<file path="src/rtl/core/kti_pkg.sv">
// Package with shared types, codes and constants of the keyframe table interpolator.
package kti_pkg;

    // Default table depth.
    localparam int MAX_KEYS_DEF = 64;

    // Field widths.
    localparam int FRAME_W = 16;
    localparam int VALUE_W = 32;
    localparam int COUNT_W = 7;
    localparam int FRAC_W  = 16;

    // Operation codes.
    localparam logic [1:0] OP_INSERT = 2'd0;
    localparam logic [1:0] OP_DELETE = 2'd1;
    localparam logic [1:0] OP_QUERY  = 2'd2;

    // Status codes.
    localparam logic [1:0] ST_DONE = 2'd0;
    localparam logic [1:0] ST_FULL = 2'd1;
    localparam logic [1:0] ST_NONE = 2'd2;

    // One stored key.
    typedef struct packed {
        logic                       valid;
        logic        [FRAME_W-1:0]  frame;
        logic signed [VALUE_W-1:0]  x;
        logic signed [VALUE_W-1:0]  y;
        logic signed [VALUE_W-1:0]  z;
    } t_key;

    // Command broadcast to every cell.
    typedef enum logic [1:0] {
        CELL_HOLD,
        CELL_INSERT,
        CELL_SHIFT_DOWN
    } t_cell_op;

    typedef struct packed {
        t_cell_op                   op;
        logic        [FRAME_W-1:0]  frame;
        t_key                       new_key;
    } t_cell_ctrl;

    // Controller states.
    typedef enum logic [2:0] {
        S_IDLE,
        S_DELETE,
        S_SELECT,
        S_DIVIDE,
        S_MULT,
        S_SUM
    } t_state;

endpackage

</file>
<file path="src/rtl/core/kti_div.sv">
// Restoring divider that forms the Q0.16 interpolation weight one bit per cycle.
module kti_div (
    input  logic                          i_clk,
    input  logic                          i_rst_n,
    input  logic                          i_start,
    input  logic [kti_pkg::FRAME_W-1:0]   i_num,  // below i_den
    input  logic [kti_pkg::FRAME_W-1:0]   i_den,
    output logic                          o_done,
    output logic [kti_pkg::FRAC_W-1:0]    o_quot
);

    localparam int STEP_W = $clog2(kti_pkg::FRAC_W + 1);

    logic                          r_busy;
    logic [STEP_W-1:0]             r_step;
    logic [kti_pkg::FRAME_W-1:0]   r_rem;
    logic [kti_pkg::FRAME_W-1:0]   r_den;
    logic [kti_pkg::FRAC_W-1:0]    r_quot;
    logic                          r_done;
    logic [kti_pkg::FRAME_W:0]     w_shift;
    logic                          w_take;

    // One quotient bit per step.
    assign w_shift = {r_rem, 1'b0};
    assign w_take  = w_shift >= {1'b0, r_den};

    always_ff @(posedge i_clk) begin
        if (!i_rst_n) begin
            r_busy <= 1'b0;
            r_done <= 1'b0;
            r_step <= '0;
        end else begin
            r_done <= 1'b0;
            if (i_start) begin
                r_busy <= 1'b1;
                r_step <= '0;
            end else if (r_busy) begin
                r_step <= r_step + 1'b1;
                if (r_step == STEP_W'(kti_pkg::FRAC_W - 1)) begin
                    r_busy <= 1'b0;
                    r_done <= 1'b1;
                end
            end
        end
    end

    always_ff @(posedge i_clk) begin
        if (i_start) begin
            r_rem  <= i_num;
            r_den  <= i_den;
            r_quot <= '0;
        end else if (r_busy) begin
            if (w_take) begin
                r_rem <= kti_pkg::FRAME_W'(w_shift - {1'b0, r_den});
            end else begin
                r_rem <= w_shift[kti_pkg::FRAME_W-1:0];
            end
            r_quot <= {r_quot[kti_pkg::FRAC_W-2:0], w_take};
        end
    end

    assign o_done = r_done;
    assign o_quot = r_quot;

endmodule

</file>
<file path="config.mk">
export PLATFORM = sky130hd
export DESIGN_NAME = kti_div
export DESIGN_NICKNAME = d
export VERILOG_FILES = /design/src/rtl/core/kti_pkg.sv /design/src/rtl/core/kti_div.sv
export SDC_FILE = /design/constraint.sdc
export NUM_CORES = 1
export LEC_CHECK = 0
export BUFFER_PORTS_ARGS = -buffer_cell sky130_fd_sc_hd__buf_2
export CAP_MARGIN = 20
export CORE_ASPECT_RATIO = 0.75
export CORE_MARGIN = 10
export CORE_UTILIZATION = 40
export DETAILED_ROUTE_END_ITERATION = 7
export PLACE_DENSITY = 0.57
export SETUP_SLACK_MARGIN = 0.2
export SYNTH_ARGS = -nofsm -noshare
export SYNTH_HDL_FRONTEND = slang
export SYNTH_SLANG_ARGS = --single-unit
</file>
<file path="constraint.sdc">
create_clock -name i_clk -period 5.75 [get_ports i_clk]
set_input_delay 1.15 -clock i_clk [delete_from_list [all_inputs] [get_ports i_clk]]
set_output_delay 1.15 -clock i_clk [all_outputs]
set_load 0.01 [all_outputs]
</file>
* Yosys cells after proc, flatten, opt, wreduce, memory -nomap -nowiden
Cells that the tools add are included.
** Cells by class
- Add/sub/neg operators :: 2
- $lt $le $gt $ge :: 1
- Eq/ne operators :: 1
- Mux-type cells :: 7
- Bitwise gates (word level) :: 2
- Reductions and logical operators :: 3
** Operators by type and width (number)
- $mux 16 :: 3
- $ge 17x16->1 :: 1
- $sub 16x16->16 :: 1
- $add 5x1->5 const B :: 1
- $eq 5x4->1 const B :: 1
- $mux 1 :: 4
- $reduce_or 3->1 :: 1
- $not 1->1 :: 2
- $reduce_bool 2->1 :: 1
- $reduce_or 2->1 :: 1
** Storage, ports and cells
- Register bits :: 55
- Output and inout port bits :: 17
- Word-level logic and storage cells :: 22

* Longest topological paths before layout
- Depth after elaboration :: 4
- Gate-level depth with buffers :: 12
- Depth with buffers taken out :: 10

* Least setup slack after synthesis
OpenSTA, ideal clock, no wires.
- Path type :: reg2reg
- From :: register r_rem[0] (netlist bit)
- To :: register r_rem[1] (netlist bit), data pin
- Setup time :: 0.260 ns
- Arrival :: 2.102 ns
- Required time :: 5.490 ns
- Setup slack :: 3.388 ns
- Cell stages (with the launch flop) :: 10
- Path buffers :: 1
- Period minus slack after synthesis :: 2.362 ns
- Path through :: edfxtp_1 ha_1 nor2b_1 o31a_1 o221ai_2 nand3_1 a311oi_2 buf_6 mux2i_1 mux2_2
** On the way
- Word-level cells in the longest chain between the ends :: 4
** Ends and longest elaborated chain
- from (decl) :: line kti_div.sv:16 : logic [kti_pkg::FRAME_W-1:0] r_rem;
- from (signal assigned) :: line kti_div.sv:49 : r_rem <= i_num;
- from (signal assigned) :: line kti_div.sv:54 : r_rem <= kti_pkg::FRAME_W'(w_shift - {1'b0, r_den});
- from (signal assigned) :: line kti_div.sv:56 : r_rem <= w_shift[kti_pkg::FRAME_W-1:0];
- $sub 16x16->16 / $ge 17x16->1 (equally long branches) :: line kti_div.sv:54, kti_div.sv:25
- $mux 16 (*) :: line kti_div.sv:53 : if (w_take) begin
- $mux 16 (*) :: line kti_div.sv:52 : end else if (r_busy) begin
- $mux 16 (*) :: line kti_div.sv:48 : if (i_start) begin
Every way passes the cells marked *; elsewhere a longest branch is shown, timed or not. The select of a mux whose other input is x is not followed.
A chain may end at the register's enable or synchronous reset.

* Worst setup path after layout
- From :: register r_rem[0] (netlist bit)
- To :: register r_rem[11] (netlist bit), data pin
The elaborated chain is that of the path after synthesis.

==> results.json <==
{
  "die_y_um": 95.3,
  "finalClockSkew_ns": 0.00431,
  "area_delta_synth_final_pct": 14.5,
  "grt_setup_unrepaired": "false",
  "tns_ns": 0,
  "worstMarginPinSlew_ns": 0.749,
  "antenna_found_initial": 0,
  "cp-start-kind": "register",
  "grtUsageTotal": 0.112,
  "wl_per_cell_um": 14.1,
  "arrival_ns": 3.04,
  "root_buffer": "clkbuf_8",
  "yosys_register_bits": 55,
  "crit_required_ns": 5.82,
  "cellLeakagePower_nw": 1.49,
  "critPathMaxFanout": 22,
  "setup_violations": 0,
  "grt_start_max_net_pins": 45,
  "yosysUniqueCellTypes": 47,
  "numCtsBuffers": 5,
  "crit_path_top_delay_cell": "a311oi_4",
  "powerDensity_nw_per_um2": 335,
  "post_cts_resized": 0,
  "start_util": 0.412,
  "outcome": "finished, final reports clean",
  "synth.avg_cell_area_sq_um": 10.2,
  "maxCapViolCount": 0,
  "place_inst": 439,
  "max_clock_freq_mhz": 337,
  "clock_sinks": 55,
  "drt_pre_antenna_iters": 4,
  "grt_pass1_wl_um": 10700,
  "final_net_count": 399,
  "finalNonFillerCells": 447,
  "wl_um": 6310,
  "avgViaCountPerCell": 5.03,
  "period_needed_ns": 2.97,
  "ir_worst_vdd_mv": 0.124,
  "antenna_cells": 0,
  "port_buffers": 51,
  "design.core.area_sq_um": 7330,
  "final.period_utilization": 0.516,
  "hold_viol": 0,
  "drcViolationCount": 0,
  "syn_inst": 297,
  "path_cells": "ha_1 > nor2b_1 > o31a_1 > o221ai_2 > nand3_1 > a311oi_4 > buf_4 > nor3_1 > a221o_1",
  "fp.dieArea_sq_um": 11500,
  "cpPeakStageDelay_ns": 0.52,
  "die_x_um": 120,
  "grt_pass1_vias": 2193,
  "post_cts_buffers": 0,
  "synth_edf_count": 32,
  "ys.flop_type": "edfxtp_1",
  "std_cell_rows": 27,
  "slew_headroom": 0.501,
  "drtIter0Drc": 125,
  "clock_tree.buffer_depth": 2,
  "fillers": 710,
  "cts_hold_buf": 0,
  "critical_path_class": "register to register",
  "hp-class": "register to register",
  "ys_seq_area_frac": 0.470,
  "htreeDepth": 2,
  "tritoncts": "yes",
  "drive_gt1_frac": 0.205,
  "dpl.hpwl_um": 4720,
  "clk_pin_slew_ns": 0.11,
  "async_reset_ff_frac": 0,
  "place_congestion": 0.775,
  "num_vias": 2248,
  "slew_viol_final": 0,
  "syn_area_sq_um": 3020,
  "ios": 52,
  "clkLatencyLatePin_ns": 0.31,
  "end_kind": "register",
  "postRouteAntennaNets": 0,
  "grt_overflow": 0,
  "yosysWarningCount": 0,
  "synth_nets": 351
}
==> cell usage after synthesis, types with 4 or more instances <==
library cell | n | share of area
edfxtp_1 | 32 | 0.32
nand2_1 | 31 | 0.038
nor2_1 | 31 | 0.038
dfxtp_1 | 23 | 0.15
inv_1 | 21 | 0.026
ha_1 | 18 | 0.075
mux2i_1 | 18 | 0.060
clkbuf_1 | 8 | 0.0099
nand3b_1 | 8 | 0.020
o21ai_0 | 8 | 0.013
xnor2_1 | 8 | 0.023
a21oi_1 | 7 | 0.012
nor2b_1 | 7 | 0.014
nand2b_1 | 5 | 0.010
nand3_1 | 5 | 0.0083
o21a_1 | 5 | 0.012
o31ai_1 | 5 | 0.012
xor2_1 | 5 | 0.014
nor3_1 | 4 | 0.0066
==> per-layer routing <==
metal,vias up,part of all wire,track usage
li1,1159,-,-
met1,1043,0.53,0.162
met2,41,0.43,0.165
met3,5,0.036,0.0254
met4,0,0.0068,0.0251
met5,-,0,0
==> cell type report <==
type / instances / area, sq um / share of cell area
clock inverters: 3 / 26.3 / 0.00759
well taps: 101 / 126 / 0.0365
clock buffers: 5 / 68.8 / 0.0199
inverters: 21 / 78.8 / 0.0228
repair buffers: 54 / 278 / 0.0802
multi-input cells: 208 / 1460 / 0.422
flip-flops and latches: 55 / 1420 / 0.411
==> path summary, 6_finish.rpt <==
path              from   endpoint  slack (ns)  cells past startpoint
max           r_rem[0]  r_rem[11]        2.78                      9
min          r_step[4]  r_step[4]        0.49                      2
max reg2reg   r_rem[0]  r_rem[11]        2.78                      9
min reg2reg  r_step[4]  r_step[4]        0.49                      2
==> power by group <==
| group | switching, mW | total (mW) | internal (mW) |
|---|---|---|---|
| clock | 0.138 | 0.228 | 0.0902 |
| sequential | 0.0227 | 0.496 | 0.474 |
| combinational | 0.250 | 0.437 | 0.187 |
| total | 0.410 | 1.16 | 0.751 |
==> logic make-up after synthesis <==
logic type	share of synthesized area
AOI/OAI and AO/OA	0.137
xor gates and xnor gates	0.0377
adders and majority gates	0.0811
buffers and inverters	0.0497
DFF	0.470
muxes	0.0633
and+or+nand+nor	0.161
==> cells in the final DEF, fill, tap and decap left out, drive strengths merged, types with 2 or more instances in the layout <==
master / count
a21o: 2
nor3: 4
ha: 18
o31a: 2
nor2: 31
nand3: 5
o31ai: 5
buf: 54
xnor2: 8
a22oi: 2
or4: 2
a21oi: 10
clkbuf: 5
and3: 2
o311ai: 6
dfxtp: 23
edfxtp: 32
nand2b: 5
o211ai: 3
a211oi: 3
nand2: 31
nor2b: 7
o21ai: 10
xor2: 5
nor4: 2
nand3b: 8
inv: 23
nand4: 2
mux2i: 18
o21a: 5
==> sequential cells by signal (all words and copies together), names as in the netlist <==
register,cells
r_busy,1
r_rem,16
r_step,5
o_quot,16
o_done,1
r_den,16
==> through the flow <==
stage / setup WS [ns] / hold slack, ns / utilization / instance area (sq um) / power, mW
after global placement: 2.70 / 0.465 / 0.459 / 3370 / 0.934
after CTS: 2.76 / 0.490 / 0.472 / 3460 / 1.17
final: 2.78 / 0.486 / 0.472 / 3460 / 1.16
after floorplan: 3.39 / 0.456 / - / 3020 / 0.853
after global routing: 2.58 / 0.514 / 0.472 / 3460 / 1.25
after detailed placement: 2.67 / 0.473 / 0.459 / 3370 / 0.941
==> critical path, delay by kind of cell (launching register included) <==
kind	cells	cell delay, ns
AO/OA/AOI/OAI	4	1.23
adder cells (fa/ha/maj)	1	0.32
buffers and inverters	1	0.37
flip-flops	1	0.43
AND/OR/NAND/NOR	3	0.38
Power figures use the tool's default switching activity.
