### config.mk
export PLATFORM = sky130hd
export DESIGN_NAME = kti_cell
export DESIGN_NICKNAME = d
export VERILOG_FILES = /design/src/rtl/core/kti_pkg.sv /design/src/rtl/core/kti_cell.sv
export SDC_FILE = /design/constraint.sdc
export NUM_CORES = 1
export LEC_CHECK = 0
export BUFFER_PORTS_ARGS = -buffer_cell sky130_fd_sc_hd__buf_2
export CORE_AREA = 2 2 183 185
export DETAILED_ROUTE_END_ITERATION = 10
export DIE_AREA = 0 0 185 187
export GPL_ROUTABILITY_DRIVEN = 0
export SYNTH_ARGS = -nofsm -noshare
export SYNTH_HDL_FRONTEND = slang
export SYNTH_SLANG_ARGS = --single-unit
### constraint.sdc
create_clock -name i_clk -period 4.2 [get_ports i_clk]
set_input_delay 0.42 -clock i_clk [delete_from_list [all_inputs] [get_ports i_clk]]
set_output_delay 0.42 -clock i_clk [all_outputs]
set_load 0.03 [all_outputs]
### src/rtl/core/kti_pkg.sv
// Package with shared types, codes and constants of the keyframe table interpolator.
package kti_pkg;

    // Default table depth.
    localparam int MAX_KEYS_DEF = 64;

    // Field widths.
    localparam int FRAME_W = 16;
    localparam int VALUE_W = 32;
    localparam int COUNT_W = 7;
    localparam int FRAC_W  = 16;

    // Operation codes.
    localparam logic [1:0] OP_INSERT = 2'd0;
    localparam logic [1:0] OP_DELETE = 2'd1;
    localparam logic [1:0] OP_QUERY  = 2'd2;

    // Status codes.
    localparam logic [1:0] ST_DONE = 2'd0;
    localparam logic [1:0] ST_FULL = 2'd1;
    localparam logic [1:0] ST_NONE = 2'd2;

    // One stored key.
    typedef struct packed {
        logic                       valid;
        logic        [FRAME_W-1:0]  frame;
        logic signed [VALUE_W-1:0]  x;
        logic signed [VALUE_W-1:0]  y;
        logic signed [VALUE_W-1:0]  z;
    } t_key;

    // Command broadcast to every cell.
    typedef enum logic [1:0] {
        CELL_HOLD,
        CELL_INSERT,
        CELL_SHIFT_DOWN
    } t_cell_op;

    typedef struct packed {
        t_cell_op                   op;
        logic        [FRAME_W-1:0]  frame;
        t_key                       new_key;
    } t_cell_ctrl;

    // Controller states.
    typedef enum logic [2:0] {
        S_IDLE,
        S_DELETE,
        S_SELECT,
        S_DIVIDE,
        S_MULT,
        S_SUM
    } t_state;

endpackage

### src/rtl/core/kti_cell.sv
// One cell of the sorted key chain: holds a key and trades it with its neighbors.
module kti_cell (
    input  logic                 i_clk,
    input  logic                 i_rst_n,
    input  kti_pkg::t_cell_ctrl  i_ctrl,
    input  kti_pkg::t_key        i_left_key,   // lower neighbor, valid tied high for cell 0
    input  logic                 i_left_gt,    // lower neighbor frame above command frame
    input  kti_pkg::t_key        i_right_key,  // upper neighbor, invalid past the end
    output kti_pkg::t_key        o_key,
    output logic                 o_gt,
    output logic                 o_ge,
    output logic                 o_eq
);

    kti_pkg::t_key r_key;
    kti_pkg::t_key n_key;

    // Compares against the command frame.
    assign o_gt  = r_key.valid && (r_key.frame >  i_ctrl.frame);
    assign o_ge  = r_key.valid && (r_key.frame >= i_ctrl.frame);
    assign o_eq  = r_key.valid && (r_key.frame == i_ctrl.frame);
    assign o_key = r_key;

    // Insert moves keys above the new frame up one place; delete pulls the tail down.
    always_comb begin
        n_key = r_key;
        case (i_ctrl.op)
            kti_pkg::CELL_INSERT: begin
                if (o_gt || (!r_key.valid && i_left_key.valid)) begin
                    if (i_left_gt) begin
                        n_key = i_left_key;
                    end else begin
                        n_key = i_ctrl.new_key;
                    end
                    n_key.valid = 1'b1;
                end
            end
            kti_pkg::CELL_SHIFT_DOWN: begin
                if (o_ge) begin
                    n_key = i_right_key;
                end
            end
            default: begin
                n_key = r_key;
            end
        endcase
    end

    always_ff @(posedge i_clk) begin
        if (!i_rst_n) begin
            r_key.valid <= 1'b0;
        end else begin
            r_key.valid <= n_key.valid;
        end
        r_key.frame <= n_key.frame;
        r_key.x     <= n_key.x;
        r_key.y     <= n_key.y;
        r_key.z     <= n_key.z;
    end

endmodule

# [Word-level counts from Yosys, hierarchy flattened]
# Index checks and enable logic that the tools add are counted.
[totals] regBits=113 input_bits=360
[op_classes] reduce_logical=8 n_mux=4 eq_ne=5 magnitude_cmp=2
[ops] operator="113-bit 2-to-1 mux" count=2
[ops] operator="113-bit one-hot mux with 2 select lines" count=1
[ops] operator="112-bit 2-to-1 mux" count=1
[ops] operator="16-bit equality test" count=1
[ops] operator="16-bit >= comparator" count=1
[ops] operator="16-bit > comparator" count=1
[ops] operator="1-bit logical AND" count=4
[ops] operator="2-bit inequality test (second input constant)" count=2
[ops] operator="3-bit AND reduction" count=1
[ops] operator="2-bit by 1-bit equality test with 1-bit output (second input constant)" count=1
[ops] operator="2-bit equality test (second input constant)" count=1
[ops] operator="2-bit nonzero test" count=1
[ops] operator="1-bit zero test" count=1
[ops] operator="1-bit logical OR" count=1

# [Logic depth before layout (Yosys ltp)]
[logic_depth] ltp_word=5 mapped_depth=7

# [Worst setup path before layout]
# Ideal clock, no wire load.
[synth_timing] path_kind="register -> register" from="register r_key (netlist bit o_key[110])" to="register r_key (netlist bit o_key[0]), enable pin" path_buffers=0 required_time_ns=3.718 path_stages_with_launch=7 period_less_slack_ns=4.630 t_arrival_ns=4.148 setup_slack_ns=-0.430 setup_ns=0.482 path_cell_list="edfxtp_1 > ha_1 > and4_4 > nand4_4 > a31o_2 > nand3_2 > a31o_1"
[synth_between] elab_chain_cells=5 elab_cells_between_ends=8 classes_between="2 x order compare; 2 x eq/ne; 4 x reduce/logical"
[synth_lines] item="from (decl)" line="kti_cell.sv:15" source="kti_pkg::t_key r_key;"
[synth_lines] item="16-bit > comparator" line="kti_cell.sv:19" source="assign o_gt = r_key.valid && (r_key.frame > i_ctrl.frame);"
[synth_lines] item="1-bit logical AND" line="kti_cell.sv:19"
[synth_lines] item="1-bit logical OR" line="kti_cell.sv:29" source="if (o_gt || (!r_key.valid && i_left_key.valid)) begin"
[synth_lines] item="2-bit inequality test (no source line)"
[synth_lines] item="3-bit AND reduction (no source line) *"
# Every way passes the cells marked *; elsewhere a longest branch is shown, timed or not.
# A chain may end at the register's enable or synchronous reset.

# [Worst setup path in the final report]
[layout_timing] from="register r_key (netlist bit o_key[109])" to="output o_ge"
[layout_between] elab_chain_cells=2
[layout_lines] item="16-bit >= comparator" line="kti_cell.sv:20" source="assign o_ge = r_key.valid && (r_key.frame >= i_ctrl.frame);"
[layout_lines] item="1-bit logical AND" line="kti_cell.sv:20"
[layout_lines] item="to (decl)" line="kti_cell.sv:11" source="output logic o_ge,"
# No other way between the ends.

==> flow_metrics.env <==
export IMPL_outcome="finished clean"
export IMPL_power_frac_comb_pct=17.5
export IMPL_synth_top_area_share_pct=53.95
export IMPL_power_internal_uw=2492
export IMPL_final_layout_fill_cell_count=3532
export IMPL_design_core_area_sq_um=32860
export IMPL_post_cts_hold_buffer_count=0
export IMPL_rows=67
export IMPL_insertion_delay_ns=0.41
export IMPL_yosys_cell_count_top_type="nand2_1"
export IMPL_power_density_cell_area_nw_per_um2=349.0
export IMPL_number_of_cts_inserted_buffers=17
export IMPL_min_period_over_period_pct=62.56
export IMPL_sw_power_uw=875.9
export IMPL_max_slew_worst_pin_slew_ns=0.9416
export IMPL_muxShareOfSynthArea_pct=17.98
export IMPL_synth_top_cells_by_count="nand2_1 (114), edfxtp_1 (112), mux2i_1 (112), o21ai_0 (101), inv_1 (18)"
export IMPL_multi_input_area_sq_um=2590
export IMPL_grt_pass1_wl_um=30660
export IMPL_worst_slew_margin_rel_pct=37.22
export IMPL_postSynth_asyncResetShare_pct=0
export IMPL_dr_first_iter_drc_count=185
export IMPL_dp_cells=1450
export IMPL_finalNetCount=1397
export IMPL_register_share_of_total_power_pct=39.5
export IMPL_floorplan_die_area_sq_um=34600
export IMPL_area_growth_syn_to_layout_pct=54.80
export IMPL_synthCells=559
export IMPL_floorplan_initialDensity_pct=18.97
export IMPL_drt_vias_per_instance=3.974
export IMPL_yosys_area_share_simple_pct=9.073
export IMPL_num_vias=5894
export IMPL_synth_cell_area_sq_um=6233
export IMPL_clock_power_share_pct=43.0
export IMPL_final_cell_count_no_fill=1483
export IMPL_syn_avg_cell_area_sq_um=11.15
export IMPL_synth_largest_area_cell="edfxtp_1"
export IMPL_worst_setup_path_end_kind="output pin"
export IMPL_synth_seq_cells=113
export IMPL_worst_clock_skew_ns=0.007626
export IMPL_detail_route_first_pass_iterations=4
export IMPL_final_layout_size_suffix_gt1_share_pct=50.10
export IMPL_period_minus_slack_ns=2.627
export IMPL_ir_worst_vdd_mv=0.2492
export IMPL_synth_compound_area_share_pct=11.02
export IMPL_max_cap_viol_count=0
export IMPL_die_width_um=185
export IMPL_synth_fa_ha_area_share_pct=3.212
export IMPL_flip_flop_count_of_the_largest_register_all_copies_and_words_added=113
export IMPL_post_cts_resize_count=0
export IMPL_setup_viol_count_final=0
export IMPL_io_buffer_count=474
export IMPL_required_ns=3.78
export IMPL_worst_ep_arrival_time_ns=2.21
export IMPL_fmax_ghz=0.3806
export IMPL_final_seq_area_sq_um=3383
export IMPL_timing_worst_setup_path_type="register to output pin"
export IMPL_synthDistinctLibCells=32
export IMPL_hpwlAfterDp_um=16860
export IMPL_synthXorXnorAreaFrac_pct=0
export IMPL_finalWirelength_um=20950
export IMPL_worst_setup_hold_path_clk_slew_ns=0.06
export IMPL_rsz0062_at_grt="no"
export IMPL_globalRoute_totalOverflow=0
export IMPL_fin_setup_tns_ns=0
export IMPL_drt_antenna_violating_nets=0
export IMPL_hold_viol=0
export IMPL_grtUsageTotal_pct=11.77
export IMPL_number_of_flops_mapped_to_enable_cells_by_yosys=112
export IMPL_ioPinCount=476
export IMPL_power_share_switching_pct=26.01
export IMPL_worstPathMaxFanout=4
export IMPL_synth_top_cells_by_area="edfxtp_1 (54%), mux2i_1 (18%), o21ai_0 (8.1%), nand2_1 (6.9%), ha_1 (3.2%)"
export IMPL_die_height_um=187
export IMPL_cts_root_to_sink_buffers=2
export IMPL_cellLeakagePower_uw=0.004513
export IMPL_grt_antenna_before_repair=2
export IMPL_postCtsSetupRepairBufs=0
export IMPL_synth_top_family_by_area="multiplexers"
export IMPL_root_buffer_selected_by_cts="clkbuf_16"
export IMPL_avgRoutedWirePerCell_um=14.12
export IMPL_grt_start_max_net_pins=117
export IMPL_yosys_warnings=0
export IMPL_cts_htree_levels=4
export IMPL_finalMaxSlewViolations=0
export IMPL_synth_yosys_seq_area_share_pct=54.28
export IMPL_tritoncts="built"
export IMPL_first_global_vias=5727
export IMPL_setup_worst_path_start_class="register"
export IMPL_postSynthNetCount=935
export IMPL_most_used_flip_flop_cell_after_synthesis="edfxtp_1"
export IMPL_clock_sinks=113
export IMPL_drc=0
export IMPL_worstHoldPathType="input port to register"
[placed cells by master, fill, tap and decap left out, types with 2 or more instances in the layout]
cell	instances
a21oi_1	5
a31oi_1	3
buf_12	3
buf_2	473
buf_4	4
bufinv_16	3
clkbuf_1	2
clkbuf_16	17
clkinv_1	3
clkinv_2	4
clkinvlp_4	3
edfxtp_1	112
ha_1	16
inv_1	18
mux2i_1	112
nand2_1	114
nand2b_1	2
nand3_1	3
nor2_1	2
nor3_1	2
o211ai_1	3
o21ai_0	101
o21ai_1	13
[per-stage QoR]
step	hold slack [ns]	instance area [sq um]	worst slack, ns	power [uW]	util, %
after floorplan	0.5583	6233	0.6554	1674	-
after global placement	0.5213	9070	1.499	1942	27.60
after detailed placement	0.5355	9070	1.466	1953	27.60
after CTS	0.2275	9647	1.544	3438	29.36
after global routing	0.2449	9649	1.458	3541	29.36
final	0.2557	9649	1.573	3368	29.36
[kinds of logic (layout without fill, tap and decap cells)]
| group | count (synthesis) | count (layout) |
|---|---|---|
| other cells | 0 | 1 |
| buf+inv | 56 | 531 |
| mux | 112 | 112 |
| flops | 113 | 113 |
| compound gates | 130 | 130 |
| fa+ha+maj | 16 | 16 |
| simple gates | 132 | 132 |
[path summary, 6_finish.rpt]
check	cells after the start	startpoint	to	slack (ns)
worst max register to register	7	o_key[109]	o_key[80]	1.58
worst max-delay path	6	o_key[109]	o_ge	1.57
worst min-delay path	3	i_rst_n	o_key[112]	0.26
worst min register to register	1	o_key[112]	o_key[112]	0.55
[critical path: stages, from the launching register on]
cell and delay, ns:
edfxtp_1 0.41, ha_1 0.31, and4_4 0.28, nand4_4 0.13, a31o_2 0.26, a31oi_1 0.16, buf_2 0.24
[metal layers]
layer	routed length, um	GRT usage, %	vias to the layer above
li1	-	-	2966
met1	8400	13.39	2642
met2	10570	20.93	269
met3	1671	3.485	15
met4	286	3.816	2
met5	13	0	-
[power groups by stage]
stage | clock [uW] | sequential (uW) | combinational, uW
3_5_place_dp | 0 | 1350 | 599
6_report | 1450 | 1330 | 590
5_1_grt | 1560 | 1340 | 650
4_1_cts | 1510 | 1330 | 599
3_3_place_gp | 0 | 1350 | 589
2_1_floorplan | 0 | 1450 | 222
[cell type report]
type | instances | area share [%]
Antenna cell | 1 | 0.02593
Clock buffer | 19 | 4.487
Clock inverter | 13 | 1.491
Inverter | 18 | 0.7002
Multi-Input combinational cell | 390 | 26.84
Sequential cell | 113 | 35.06
Tap cell | 448 | 5.809
Timing Repair Buffer | 481 | 25.58
No activity file was read; power rests on OpenSTA's default activity.
